[src/hw/rtl/iam_pkg.sv]
// ----------------------------------------------------------------------------
// Input action mapper package
// Shared constants, command codes and payload types.
// ----------------------------------------------------------------------------
package iam_pkg;

   localparam int BINDINGS = 32;
   localparam int ACTIONS  = 16;
   localparam int MAPS     = 4;

   localparam int BIDX_W = $clog2(BINDINGS);
   localparam int AIDX_W = $clog2(ACTIONS);
   localparam int MIDX_W = $clog2(MAPS);

   typedef enum logic [2:0] {
      CMD_KEY_DOWN = 3'd0,
      CMD_KEY_UP   = 3'd1,
      CMD_MODS     = 3'd2,
      CMD_BTN_DOWN = 3'd3,
      CMD_BTN_UP   = 3'd4,
      CMD_AXIS     = 3'd5,
      CMD_WR_BIND  = 3'd6,
      CMD_WR_MAP   = 3'd7
   } cmd_type;

   localparam logic [2:0] KIND_KEY    = 3'd1;
   localparam logic [2:0] KIND_MOD    = 3'd2;
   localparam logic [2:0] KIND_BUTTON = 3'd3;
   localparam logic [2:0] KIND_AXIS   = 3'd4;

   localparam logic [1:0] EV_FINAL = 2'd0;
   localparam logic [1:0] EV_DOWN  = 2'd1;
   localparam logic [1:0] EV_UP    = 2'd2;

   localparam logic [1:0] CSR_MAP_ENABLE    = 2'd0;
   localparam logic [1:0] CSR_ACTION_COUNT  = 2'd1;
   localparam logic [1:0] CSR_BINDING_COUNT = 2'd2;
   localparam logic [1:0] CSR_MAP_COUNT     = 2'd3;

   typedef enum logic [2:0] {
      ST_IDLE, ST_SEARCH, ST_SCAN, ST_FINAL
   } state_type;

   typedef struct packed {
      logic [2:0]  cmd;
      logic [15:0] code;
      logic [15:0] modifier_mask;
      logic [15:0] vendor_id;
      logic [15:0] product_id;
      logic signed [15:0] axis_value;
      logic signed [15:0] axis_last;
      logic [4:0]  table_index;
      logic [2:0]  binding_kind;
      logic [1:0]  binding_map;
      logic [3:0]  binding_action;
   } req_type;

   typedef struct packed {
      logic [1:0] event_kind;
      logic [3:0] action;
      logic       handled;
      logic       last;
   } rsp_type;

   // One binding slot as held in a cell
   typedef struct packed {
      logic [2:0]  kind;
      logic [15:0] code;
      logic [15:0] mods;
      logic [1:0]  map;
      logic [3:0]  action;
      logic signed [15:0] trig;
      logic signed [15:0] rel;
   } binding_type;

   // Write strobe into the chain
   typedef struct packed {
      logic               we;
      logic [BIDX_W-1:0]  idx;
      binding_type        data;
   } bind_wr_type;

endpackage

[src/hw/rtl/iam_cell.sv]
// ----------------------------------------------------------------------------
// Binding cell
// Holds one binding slot; on a shift pulse hands it to its neighbour, so the
// row rotates and each slot passes the chain head in turn.
// ----------------------------------------------------------------------------
module iam_cell (
   input  logic                 clock,
   input  logic                 shift,
   input  logic                 load,
   input  iam_pkg::binding_type load_data,
   input  iam_pkg::binding_type prev_data,
   output iam_pkg::binding_type data
);
   iam_pkg::binding_type data_ff, data_in;

   always_comb begin
      data_in = data_ff;
      if (load) begin
         data_in = load_data;
      end else if (shift) begin
         data_in = prev_data;
      end
   end

   always_ff @(posedge clock) begin
      data_ff <= data_in;
   end

   assign data = data_ff;
endmodule

[src/hw/rtl/iam_chain.sv]
// ----------------------------------------------------------------------------
// Binding chain
// Row of binding cells rotating once per scan step. A position counter keeps
// track of the rotation so that writes land in the right cell.
// ----------------------------------------------------------------------------
module iam_chain (
   input  logic                 clock,
   input  logic                 reset,
   input  logic                 shift,
   input  iam_pkg::bind_wr_type wr,
   output iam_pkg::binding_type head
);
   localparam int N = iam_pkg::BINDINGS;
   localparam int W = iam_pkg::BIDX_W;

   iam_pkg::binding_type cell_q [N];
   // rot_ff: slot number currently sitting in cell 0
   logic [W-1:0] rot_ff, rot_in;
   logic [W-1:0] wr_cell;

   always_comb begin
      rot_in = rot_ff;
      if (shift) begin
         rot_in = (rot_ff == W'(N - 1)) ? '0 : rot_ff + W'(1);
      end
   end

   always_ff @(posedge clock) begin
      if (reset) begin
         rot_ff <= '0;
      end else begin
         rot_ff <= rot_in;
      end
   end

   // cell c holds slot (rot + c) mod N, so slot s lives in cell (s - rot) mod N
   always_comb begin
      if (wr.idx >= rot_ff) begin
         wr_cell = wr.idx - rot_ff;
      end else begin
         wr_cell = W'(N - 1) - rot_ff + wr.idx + W'(1);
      end
   end

   for (genvar c = 0; c < N; c++) begin : g_cell
      iam_cell u_cell (
         .clock     (clock),
         .shift     (shift),
         .load      (wr.we && (wr_cell == W'(c))),
         .load_data (wr.data),
         .prev_data (cell_q[(c + 1) % N]),
         .data      (cell_q[c])
      );
   end

   assign head = cell_q[0];
endmodule

[src/hw/rtl/input_action_mapper_top.sv]
// ----------------------------------------------------------------------------
// Input action mapper
// Turns key, modifier, gamepad button and axis events into numbered action
// down/up transfers followed by one final status transfer.
// ----------------------------------------------------------------------------
//  channel | dir | handshake          | payload
//  req     | in  | req_valid/ready    | iam_pkg::req_type
//  rsp     | out | rsp_valid/ready    | iam_pkg::rsp_type
//  csr     | in  | csr_valid/ready    | csr_index, csr_data
//
// Sequence: an event is taken in idle, then goes through an identity search
// (button/axis only; a miss skips the scan), a scan over one rotation of the
// cell row and the final transfer.
// Table writes are taken in idle and leave the sequencer there.
// The scan only advances when the output register is free, so rsp stalls
// hold the sequencer. Reset clears the sequencer, registers, triggered bits
// and previous modifiers; the binding and identity tables are unset.
// ----------------------------------------------------------------------------
module input_action_mapper_top (
   input  logic              clock,
   input  logic              reset,
   input  logic              req_valid,
   output logic              req_ready,
   input  iam_pkg::req_type  req_data,
   output logic              rsp_valid,
   input  logic              rsp_ready,
   output iam_pkg::rsp_type  rsp_data,
   input  logic              csr_valid,
   output logic              csr_ready,
   input  logic [1:0]        csr_index,
   input  logic [5:0]        csr_data
);
   localparam int NB = iam_pkg::BINDINGS;
   localparam int NA = iam_pkg::ACTIONS;
   localparam int NM = iam_pkg::MAPS;
   localparam int BW = iam_pkg::BIDX_W;
   localparam int AW = iam_pkg::AIDX_W;
   localparam int MW = iam_pkg::MIDX_W;

   // configuration registers, saturated on write (action and map counts use only csr_data[4:0] and [2:0])
   logic         en_ff;
   logic [6:0]   nact_ff;
   logic [8:0]   nbind_ff;
   logic [4:0]   nmap_ff;

   assign csr_ready = 1'b1;

   always_ff @(posedge clock) begin
      if (reset) begin
         en_ff    <= 1'b0;
         nact_ff  <= '0;
         nbind_ff <= '0;
         nmap_ff  <= '0;
      end else if (csr_valid) begin
         case (csr_index)
            iam_pkg::CSR_MAP_ENABLE:    en_ff <= csr_data[0];
            iam_pkg::CSR_ACTION_COUNT:
               nact_ff <= (csr_data[4:0] > 5'(NA)) ? 7'(NA) : 7'(csr_data[4:0]);
            iam_pkg::CSR_BINDING_COUNT:
               nbind_ff <= (csr_data > 6'(NB)) ? 9'(NB) : 9'(csr_data);
            iam_pkg::CSR_MAP_COUNT:
               nmap_ff <= (csr_data[2:0] > 3'(NM)) ? 5'(NM) : 5'(csr_data[2:0]);
            default: ;
         endcase
      end
   end

   // gamepad identity table
   logic [31:0] ids_ff [NM];

   // sequencer state
   iam_pkg::state_type state_ff, state_in;
   iam_pkg::req_type   ev_ff;
   logic [8:0]         step_ff, step_in;     // slot or map counter
   logic [MW-1:0]      map_ff, map_in;
   logic               hand_ff, hand_in;
   logic [15:0]        pmod_ff, pmod_in;
   logic [NA-1:0]      trig_ff, trig_in;
   logic               shift;
   iam_pkg::bind_wr_type wr;
   iam_pkg::binding_type head;

   // output register
   logic             ov_ff, ov_in;
   iam_pkg::rsp_type od_ff, od_in;
   logic             out_free;

   assign out_free = !ov_ff || rsp_ready;
   assign rsp_valid = ov_ff;
   assign rsp_data  = od_ff;
   assign req_ready = (state_ff == iam_pkg::ST_IDLE);

   // binding writes go straight into the chain
   always_comb begin
      wr.we          = req_valid && req_ready && (req_data.cmd == iam_pkg::CMD_WR_BIND)
                       && (32'(req_data.table_index) < 32'(NB));
      wr.idx         = BW'(req_data.table_index);
      wr.data.kind   = req_data.binding_kind;
      wr.data.code   = req_data.code;
      wr.data.mods   = req_data.modifier_mask;
      wr.data.map    = req_data.binding_map;
      wr.data.action = req_data.binding_action;
      wr.data.trig   = req_data.axis_value;
      wr.data.rel    = req_data.axis_last;
   end

   iam_chain u_chain (
      .clock (clock),
      .reset (reset),
      .shift (shift),
      .wr    (wr),
      .head  (head)
   );

   always_ff @(posedge clock) begin
      if (req_valid && req_ready && (req_data.cmd == iam_pkg::CMD_WR_MAP)
          && (32'(req_data.table_index) < 32'(NM))) begin
         ids_ff[MW'(req_data.table_index)] <= {req_data.vendor_id, req_data.product_id};
      end
   end

   // per-binding evaluation of the head cell
   logic        match, down, is_mod, act_ok, do_emit;
   logic [15:0] was_m, now_m;
   logic signed [16:0] lv, nv, tv, rv;
   logic        dir_up, cross_on, cross_off;
   logic [AW-1:0] act_idx;

   always_comb begin
      act_idx = AW'(head.action);
      act_ok  = (7'(head.action) < nact_ff);
      is_mod  = (ev_ff.cmd == iam_pkg::CMD_MODS);
      was_m   = head.mods & pmod_ff;
      now_m   = head.mods & ev_ff.modifier_mask;
      // axis hysteresis: negate everything when direction is down
      dir_up  = (head.trig > head.rel) || ((head.trig == head.rel) && (head.trig > 0));
      lv = dir_up ? 17'(ev_ff.axis_last)  : -17'(ev_ff.axis_last);
      nv = dir_up ? 17'(ev_ff.axis_value) : -17'(ev_ff.axis_value);
      tv = dir_up ? 17'(head.trig) : -17'(head.trig);
      rv = dir_up ? 17'(head.rel)  : -17'(head.rel);
      cross_on  = (lv < tv) && (nv >= tv);
      cross_off = (lv >= rv) && (nv < rv);
      match = 1'b0;
      down  = 1'b0;
      case (ev_ff.cmd)
         iam_pkg::CMD_KEY_DOWN, iam_pkg::CMD_KEY_UP: begin
            match = (head.kind == iam_pkg::KIND_KEY) && (head.code == ev_ff.code);
            down  = (ev_ff.cmd == iam_pkg::CMD_KEY_DOWN);
         end
         iam_pkg::CMD_MODS: begin
            match = (head.kind == iam_pkg::KIND_MOD) && ((was_m != 0) != (now_m != 0));
            down  = (now_m != 0);
         end
         iam_pkg::CMD_BTN_DOWN, iam_pkg::CMD_BTN_UP: begin
            match = (head.kind == iam_pkg::KIND_BUTTON) && (head.code == ev_ff.code)
                    && (MW'(head.map) == map_ff) && (4'(head.map) < 4'(NM));
            down  = (ev_ff.cmd == iam_pkg::CMD_BTN_DOWN);
         end
         iam_pkg::CMD_AXIS: begin
            match = (head.kind == iam_pkg::KIND_AXIS) && (head.code == ev_ff.code)
                    && (MW'(head.map) == map_ff) && (4'(head.map) < 4'(NM))
                    && (cross_on || cross_off);
            down  = cross_on;
         end
         default: ;
      endcase
      do_emit = match && act_ok && (down != trig_ff[act_idx]);
   end

   always_comb begin
      state_in = state_ff;
      step_in  = step_ff;
      map_in   = map_ff;
      hand_in  = hand_ff;
      pmod_in  = pmod_ff;
      trig_in  = trig_ff;
      shift    = 1'b0;
      ov_in    = ov_ff && !rsp_ready;
      od_in    = od_ff;
      case (state_ff)
         iam_pkg::ST_IDLE: begin
            step_in = '0;
            hand_in = 1'b0;
            if (req_valid) begin
               if ((req_data.cmd == iam_pkg::CMD_WR_BIND) ||
                   (req_data.cmd == iam_pkg::CMD_WR_MAP)) begin
                  state_in = iam_pkg::ST_IDLE;
               end else if (!en_ff) begin
                  state_in = iam_pkg::ST_FINAL;
               end else if ((req_data.cmd == iam_pkg::CMD_BTN_DOWN) ||
                            (req_data.cmd == iam_pkg::CMD_BTN_UP) ||
                            (req_data.cmd == iam_pkg::CMD_AXIS)) begin
                  state_in = iam_pkg::ST_SEARCH;
               end else begin
                  state_in = iam_pkg::ST_SCAN;
               end
            end
         end
         iam_pkg::ST_SEARCH: begin
            if (step_ff >= 9'(nmap_ff)) begin
               state_in = iam_pkg::ST_FINAL;
            end else if (ids_ff[MW'(step_ff)] == {ev_ff.vendor_id, ev_ff.product_id}) begin
               map_in   = MW'(step_ff);
               step_in  = '0;
               state_in = iam_pkg::ST_SCAN;
            end else begin
               step_in = step_ff + 9'd1;
            end
         end
         iam_pkg::ST_SCAN: begin
            // whole rotation always, so slot 0 is back at the head afterwards
            if (out_free) begin
               shift   = 1'b1;
               step_in = step_ff + 9'd1;
               if ((step_ff < nbind_ff) && match && act_ok) begin
                  hand_in = 1'b1;
               end
               if ((step_ff < nbind_ff) && do_emit) begin
                  trig_in[act_idx] = down;
                  ov_in = 1'b1;
                  od_in.event_kind = down ? iam_pkg::EV_DOWN : iam_pkg::EV_UP;
                  od_in.action     = head.action;
                  od_in.handled    = 1'b0;
                  od_in.last       = 1'b0;
               end
               if (step_ff == 9'(NB - 1)) begin
                  state_in = iam_pkg::ST_FINAL;
               end
            end
         end
         iam_pkg::ST_FINAL: begin
            if (out_free) begin
               ov_in = 1'b1;
               od_in.event_kind = iam_pkg::EV_FINAL;
               od_in.action     = '0;
               od_in.handled    = hand_ff && !is_mod;
               od_in.last       = 1'b1;
               if (is_mod) begin
                  pmod_in = ev_ff.modifier_mask;
               end
               state_in = iam_pkg::ST_IDLE;
            end
         end
         default: state_in = iam_pkg::ST_IDLE;
      endcase
   end

   always_ff @(posedge clock) begin
      if (reset) begin
         state_ff <= iam_pkg::ST_IDLE;
         step_ff  <= '0;
         hand_ff  <= 1'b0;
         pmod_ff  <= '0;
         trig_ff  <= '0;
         ov_ff    <= 1'b0;
      end else begin
         state_ff <= state_in;
         step_ff  <= step_in;
         hand_ff  <= hand_in;
         pmod_ff  <= pmod_in;
         trig_ff  <= trig_in;
         ov_ff    <= ov_in;
      end
   end

   always_ff @(posedge clock) begin
      od_ff  <= od_in;
      map_ff <= map_in;
      if (req_valid && req_ready) begin
         ev_ff <= req_data;
      end
   end
endmodule

[config.mk]
export PLATFORM = sky130hd
export DESIGN_NAME = input_action_mapper_top
export DESIGN_NICKNAME = d
export VERILOG_FILES = /design/src/hw/rtl/iam_pkg.sv /design/src/hw/rtl/iam_cell.sv /design/src/hw/rtl/iam_chain.sv /design/src/hw/rtl/input_action_mapper_top.sv
export SDC_FILE = /design/constraint.sdc
export NUM_CORES = 2
export LEC_CHECK = 0
export BUFFER_PORTS_ARGS = -buffer_cell sky130_fd_sc_hd__buf_2
export CORE_MARGIN = 1
export CORE_UTILIZATION = 63
export DETAILED_ROUTE_END_ITERATION = 10
export GPL_TIMING_DRIVEN = 0
export HOLD_SLACK_MARGIN = 0.05
export PLACE_DENSITY = 0.8
export SLEW_MARGIN = 15
export SYNTH_ARGS = -nofsm -noshare
export SYNTH_HDL_FRONTEND = slang
export SYNTH_SLANG_ARGS = --single-unit
[constraint.sdc]
create_clock -name clock -period 13.34 [get_ports clock]
set_input_delay 0.667 -clock clock [delete_from_list [all_inputs] [get_ports clock]]
set_output_delay 0.667 -clock clock [all_outputs]
set_load 0.01 [all_outputs]
After elaboration in Yosys (flattened, before gate mapping)
Memory sizes are Yosys's and may differ from the RTL's. A register that Yosys moved wholly into a read port is not among the register bits.
Cells that the tools add are included.
Storage, ports and cells
  input port bits: 126
  RAM bits: 128
  output and inout port bits: 11
  register bits after elaboration: 2518
  memories kept: 1
Memory list
  ids_ff: depth 4, width 32, rd ports 1, clocked after Yosys merged registers in 1, wr ports 1, line input_action_mapper_top.sv:69  | logic [31:0] ids_ff [NM];
Cells by class
  bitwise gates (word level): 3
  $add $sub $neg: 10
  order comparisons: 16
  reduce and logical (&&, ||, !) cells: 117
  muxes and demuxes: 112
  equal/unequal tests: 67
Operator list (number)
  $mux 73: 64
  $eq 5x5->1 const B: 17
  $mux 17: 4
  $neg 16->17: 4
  $reduce_bool 2->1: 34
  $logic_and 1x1->1: 54
  $eq 5x4->1 const B: 8
  $ge 17x17->1: 2
  $lt 17x17->1: 2
  $and 16x16->16: 2
  $eq 16x16->1: 2
  $eq 32x32->1: 1
  $reduce_bool 16->1: 2
  $mux 9: 3
  $pmux 9 s3: 1
  $mux 8: 3
  $eq 3x2->1 const B: 7
  $eq 3x3->1 const B: 7
  $mux 3: 7
  $eq 5x3->1 const B: 4
  $bwmux 16: 1
  $gt 16x1->1 const B: 1
  $gt 16x16->1: 1
  $pmux 8 s2: 1
  other kinds (46): 93

Logic depth before layout (Yosys ltp)
  depth in word-level cells: 15
  gate-level depth with buffers: 28

By module
From an unflattened synthesis, not the netlist that was laid out.
Second synthesis, totals
  cell total of the unflattened synthesis: 6344
  area, all modules: 122984.2 µm²
By module, submodules not included
  iam_cell: cells each 155, instances 32, seq. area each 2192.1 µm², area an instance 3325.7 µm²
  input_action_mapper_top: cells each 1276, instances 1, seq. area each 8358.0 µm², area an instance 15715.1 µm²
  iam_chain: cells each 108, instances 1, seq. area each 100.1 µm², area an instance 847.1 µm²

Worst setup path after synthesis
Ideal clock, no wire load.
  kind: reg-to-reg
  start point: reg state_ff[0]
  end point: reg u_chain.g_cell[2].u_cell.data_ff (netlist bit u_chain.g_cell[2].u_cell.data[0]) (enable)
  arrival: 9.338 ns
  setup time: 0.605 ns
  clock period less this slack: 9.943 ns
  cell stages (with the launch flop): 10
  slack: 3.397 ns
  required time: 12.735 ns
  path through: dfxtp_1 -> inv_1 -> ha_1 -> and2_1 -> nand3_1 -> nor2_1 -> nand2b_1 -> or3_1 -> clkbuf_1 -> o21ai_0
On the way
  word-level cells in the longest chain between the ends: 5
  elaborated cells on any way between the ends: 7
  classes of those cells: 1 x eq/ne; 1 x mux; 5 x reduce/logical
Ends and longest elaborated chain
  from (decl): line input_action_mapper_top.sv:72  | iam_pkg::state_type state_ff, state_in;
  from (signal assigned): line input_action_mapper_top.sv:250  | state_ff <= iam_pkg::ST_IDLE;
  from (signal assigned): line input_action_mapper_top.sv:257  | state_ff <= state_in;
  $logic_not 3->1: line input_action_mapper_top.sv:91  | assign req_ready = (state_ff == iam_pkg::ST_IDLE);
  net req_ready: line input_action_mapper_top.sv:23  | output logic req_ready,
  $logic_and 1x1->1 (2 in a row): line input_action_mapper_top.sv:95  | wr.we = req_valid && req_ready && (req_data.cmd == iam_pkg::CMD_WR_BIND)
  $logic_and 1x1->1: line iam_chain.sv:49  | .load (wr.we && (wr_cell == W'(c))),
  $reduce_bool 2->1 (no line)
  to (signal assigned): line iam_cell.sv:26  | data_ff <= data_in;
  to (decl): line iam_cell.sv:14  | iam_pkg::binding_type data_ff, data_in;
The timed path passes the listed nets, and every way through them passes these cells.
A chain may end at the register's enable or synchronous reset.

Worst setup path after layout
  start point: reg u_chain.g_cell[0].u_cell.data_ff (netlist bit u_chain.g_cell[0].u_cell.data[16])
  end point: reg od_ff (netlist bit rsp_data[7]) (enable)
On the way
  word-level cells in the longest chain between the ends: 14
  elaborated cells on any way between the ends: 26
  classes of those cells: 1 x add/sub; 6 x order compare; 3 x eq/ne; 6 x mux; 10 x reduce/logical
Ends and longest elaborated chain
  from (decl): line iam_cell.sv:14
  from (signal assigned): line iam_cell.sv:26
  $gt 16x1->1 or $eq 16x16->1 (tied branches): line input_action_mapper_top.sv:136  | dir_up = (head.trig > head.rel) || ((head.trig == head.rel) && (head.trig > 0));
  $logic_and 1x1->1: line input_action_mapper_top.sv:136
  $logic_or 1x1->1: line input_action_mapper_top.sv:136
  $mux 17, on equally long branches
  $lt 17x17->1 (tied with other cells): line input_action_mapper_top.sv:141  | cross_on = (lv < tv) && (nv >= tv);
  $logic_and 1x1->1, on equally long branches: line input_action_mapper_top.sv:141, input_action_mapper_top.sv:142
  $logic_or 1x1->1: line input_action_mapper_top.sv:162  | && (cross_on || cross_off);
  $logic_and 1x1->1: line input_action_mapper_top.sv:162
  $pmux 1 s4: line input_action_mapper_top.sv:145  | case (ev_ff.cmd)
  $logic_and 1x1->1: line input_action_mapper_top.sv:167  | do_emit = match && act_ok && (down != trig_ff[act_idx]);
  $logic_and 1x1->1 (*): line input_action_mapper_top.sv:167
  $logic_and 1x1->1 (*): line input_action_mapper_top.sv:218  | if ((step_ff < nbind_ff) && do_emit) begin
  $ne 2x2->1 (no line) (*)
  $reduce_and 4->1 (no line) (*)
  to (signal assigned): line input_action_mapper_top.sv:267  | od_ff <= od_in;
  to (decl): line input_action_mapper_top.sv:85  | iam_pkg::rsp_type od_ff, od_in;
Every way passes the cells marked *; elsewhere a longest branch is shown, timed or not.

==> qor.txt <==
initial core utilization: 63.4%
clock share of power: 28.5%
Num CTS Buffers: 281
Peak Freq: 110 MHz
total core area: 181000 um^2
Die Span Y: 429 um
Via Count: 61.5k
Die X: 429 um
post-route ant nets: 0
Netlist cell types: 82
total gr overflow: 0
Reg area: 78600 um^2
fin. max-slew vios: 0
Final GP Congestion: 0.938
CP max FO: 10
Syn Inst Count: 6552
final setup violation count: 0
clk_skew: 0.0619 ns
IO Pins: 137
Int Power: 18.6 mW
Layout area overhead: 14.2%
Slew @ Worst Pin: 1.26 ns
Nets: 7388
die area: 184000 um^2
Routed Wire Length: 278 mm
vias in the first global route: 62.5k
Synth Flop Type: edfxtp_1
number of vias per cell: 6.33
Power Density: 196 nW/um^2
asr flop ratio synth: 0%
GRT met3 Usage: 6.82%
Multi-input gate area: 34400 um^2
status: complete, no violations
RSZ-0062 raised after global routing: no
warnings from Yosys: 0
critical path type: reg -> reg
area of the mapped netlist: 115000 um^2
WP data arrival: 9.61 ns
power share of the combinational group: 22.8%
GRT Util Overall: 30.2%
sw frac: 27.7%
final core utilization: 72.4%
Yosys reg bits: 2640
largest net degree at the start of global routing: 49
Reg clk slew, reported paths: 0.06 ns
Iteration-0 DRC Markers: 6857
CP delay by family, top: simple AND/OR/NAND/NOR gates
Final Cycle Share: 68.0%
dpl cells: 9180
GR peak layer: met2
post_cts resized: 0
Setup crit start kind: register
WL/cell: 28.6 um
Seq pwr share: 48.7%
maximum root-to-sink buffer count: 4
hold buffer count at cts: 65
HP Class: in -> reg
# fillers: 10.6k
Worst Path Required: 13.88 ns
total chip power: 25.7 mW
Setup Buffers After CTS: 0
worst path bufs/invs: 6
GRT met1 Usage: 39.3%
syn nets: 6782
Max VDD drop: 0.133 mV
global-route wire length before repair: 408 mm
PortBufs: 134
max_cap viols: 0
Hold WS: 0.102 ns
Row Count: 156
Leak: 42.7 nW
relative slew slack: 15.3%
drt pass-1 iters: 8
EDFF count, synth: 2573
critical path endpoint category: register
initial antenna violation count: 19
Period minus WS final: 9.07 ns
CTS tree: done
sequential area share after synthesis: 68.6%
Detailed Place HPWL: 193 mm
Syn Area/Cell: 17.5 um^2
slowest stage cell on the critical path: nor3b_2
final cell count without fillers: 9722
Skew-Pair Late Insertion Delay: 0.93 ns
residual DRC count: 0
Root Driver: clkbuf_16
# clock sinks: 2640
Switch Pwr: 7.12 mW
met2 Usage GRT: 50.0%
layout cells sized above 1: 41.8%
Crit path top cell by count: ha_1
Max stage delay on crit path: 0.64 ns
Final Hold Viols: 0
H-tree Lvls: 5
==> registers in the layout (all words and copies together) (netlist names), 6 cells and up, named ones only <==
| name | cells |
|---|---|
| ev_ff | 99 |
| trig_ff | 16 |
| pmod_ff | 16 |
| ids_ff | 128 |
| u_chain.g_cell.u_cell.data | 2336 |
| rsp_data | 8 |
| nbind_ff | 6 |
| step_ff | 9 |
==> Yosys cell counts, types with 8 or more instances <==
cell type / number / area share (%)
nand2b_1: 28 / 0.15
buf_1: 8 / 0.026
or3_1: 15 / 0.082
mux2_2: 2316 / 23
xor2_1: 37 / 0.28
a21o_1: 28 / 0.18
nand3_1: 26 / 0.11
mux4_2: 37 / 0.73
xnor2_1: 84 / 0.64
nand2_1: 118 / 0.39
clkbuf_1: 496 / 1.6
and2_1: 12 / 0.065
nor4_2: 9 / 0.098
dfxtp_1: 67 / 1.2
a21oi_1: 64 / 0.28
nor2b_1: 14 / 0.076
ha_1: 103 / 1.1
inv_1: 60 / 0.20
nor4_1: 29 / 0.16
nor3b_1: 11 / 0.072
nand3b_1: 10 / 0.065
o21ai_0: 72 / 0.31
o41ai_1: 9 / 0.069
and3_1: 9 / 0.049
edfxtp_1: 2573 / 67
mux2i_1: 39 / 0.34
o31ai_1: 14 / 0.092
nor3_1: 20 / 0.087
nor2_1: 98 / 0.32
a211oi_1: 8 / 0.052
nand4_1: 32 / 0.17
==> metrics by stage <==
step / instance area, um^2 / setup slack, ns / TNS (ns)
6_report: 131000 / 4.27 / 0
5_1_grt: 131000 / 3.86 / 0
4_1_cts: 131000 / 4.37 / 0
3_5_place_dp: 122000 / 4.48 / 0
3_3_place_gp: 118000 / -4.12 / -6336.64
2_1_floorplan: 115000 / 3.40 / 0
==> logic make-up after synthesis <==
kind of cell / synth area share (%)
flops: 68.6
simple gates: 2.10
other cells: 0.00327
xor+xnor: 0.925
compound gates: 1.53
buf+inv: 1.90
fa+ha+maj: 1.14
mux: 23.8
==> routing by layer <==
layer,wire [um],part of all wire [%]
met1,107000,38
met5,69,0.025
met2,136000,49
met4,10700,3.9
met3,24500,8.8
==> power groups by stage <==
stage | logic, mW | registers [mW] | clock network (mW)
after floorplan | 3.31 | 12.9 | 0
after global placement | 4.66 | 13.5 | 0
after detailed placement | 5.72 | 12.6 | 0
after CTS | 5.80 | 12.5 | 7.42
after global routing | 6.18 | 12.7 | 7.72
final | 5.86 | 12.5 | 7.33
==> worst reg2reg max path: cells and delay by family (launching register included) <==
family	cells	cell delay [ns]
compound gates	8	1.91
xor+xnor	1	0.24
fa+ha+maj	3	0.76
buf+inv	6	1.71
flops	1	0.48
simple gates	10	3.62
==> worst paths after layout <==
kind	start	endpoint	slack, ns	cells after the start
setup / recovery	u_chain.g_cell[0].u_cell.data[16]$_DFFE_PP_	rsp_data[7]$_SDFFCE_PP0P_	4.27	28
hold / removal	req_data[87]	ev_ff[87]$_DFFE_PP_	0.10	1
setup reg to reg	u_chain.g_cell[0].u_cell.data[16]$_DFFE_PP_	rsp_data[7]$_SDFFCE_PP0P_	4.27	28
hold reg to reg	nbind_ff[1]$_SDFFE_PP0P_	nbind_ff[1]$_SDFFE_PP0P_	0.46	2
==> cell type report <==
cell class	count	area share [%]
repair buffers	323	3.28
clock inverters	109	0.672
flip-flops and latches	2640	60.1
inverters	61	0.175
diodes	13	0.0249
well taps	2370	2.27
clock buffers	355	5.75
multi-input cells	3341	26.3
plain buffers	510	1.50
==> cells in the final DEF (no fill, tap or decap), types with 20 or more instances in the layout <==
| cell type | instances |
|---|---|
| edfxtp_1 | 2573 |
| mux2_2 | 2316 |
| clkbuf_1 | 543 |
| clkbuf_16 | 289 |
| buf_2 | 136 |
| nand2_1 | 114 |
| ha_1 | 103 |
| xnor2_1 | 84 |
| nor2_1 | 74 |
| buf_16 | 73 |
| dfxtp_1 | 67 |
| dlygate4sd3_1 | 65 |
| a21oi_1 | 64 |
| inv_1 | 60 |
| clkinv_1 | 58 |
| o21ai_0 | 48 |
| buf_12 | 45 |
| mux2i_1 | 39 |
| xor2_1 | 37 |
| mux4_2 | 37 |
| nand4_1 | 32 |
| a21o_1 | 28 |
| nor4_1 | 28 |
| clkinv_2 | 28 |
| nand3_1 | 26 |
| nand2b_1 | 24 |
| o21ai_4 | 24 |
| nor2_4 | 22 |
| nor3_1 | 20 |
Power figures use the tool's default switching activity.
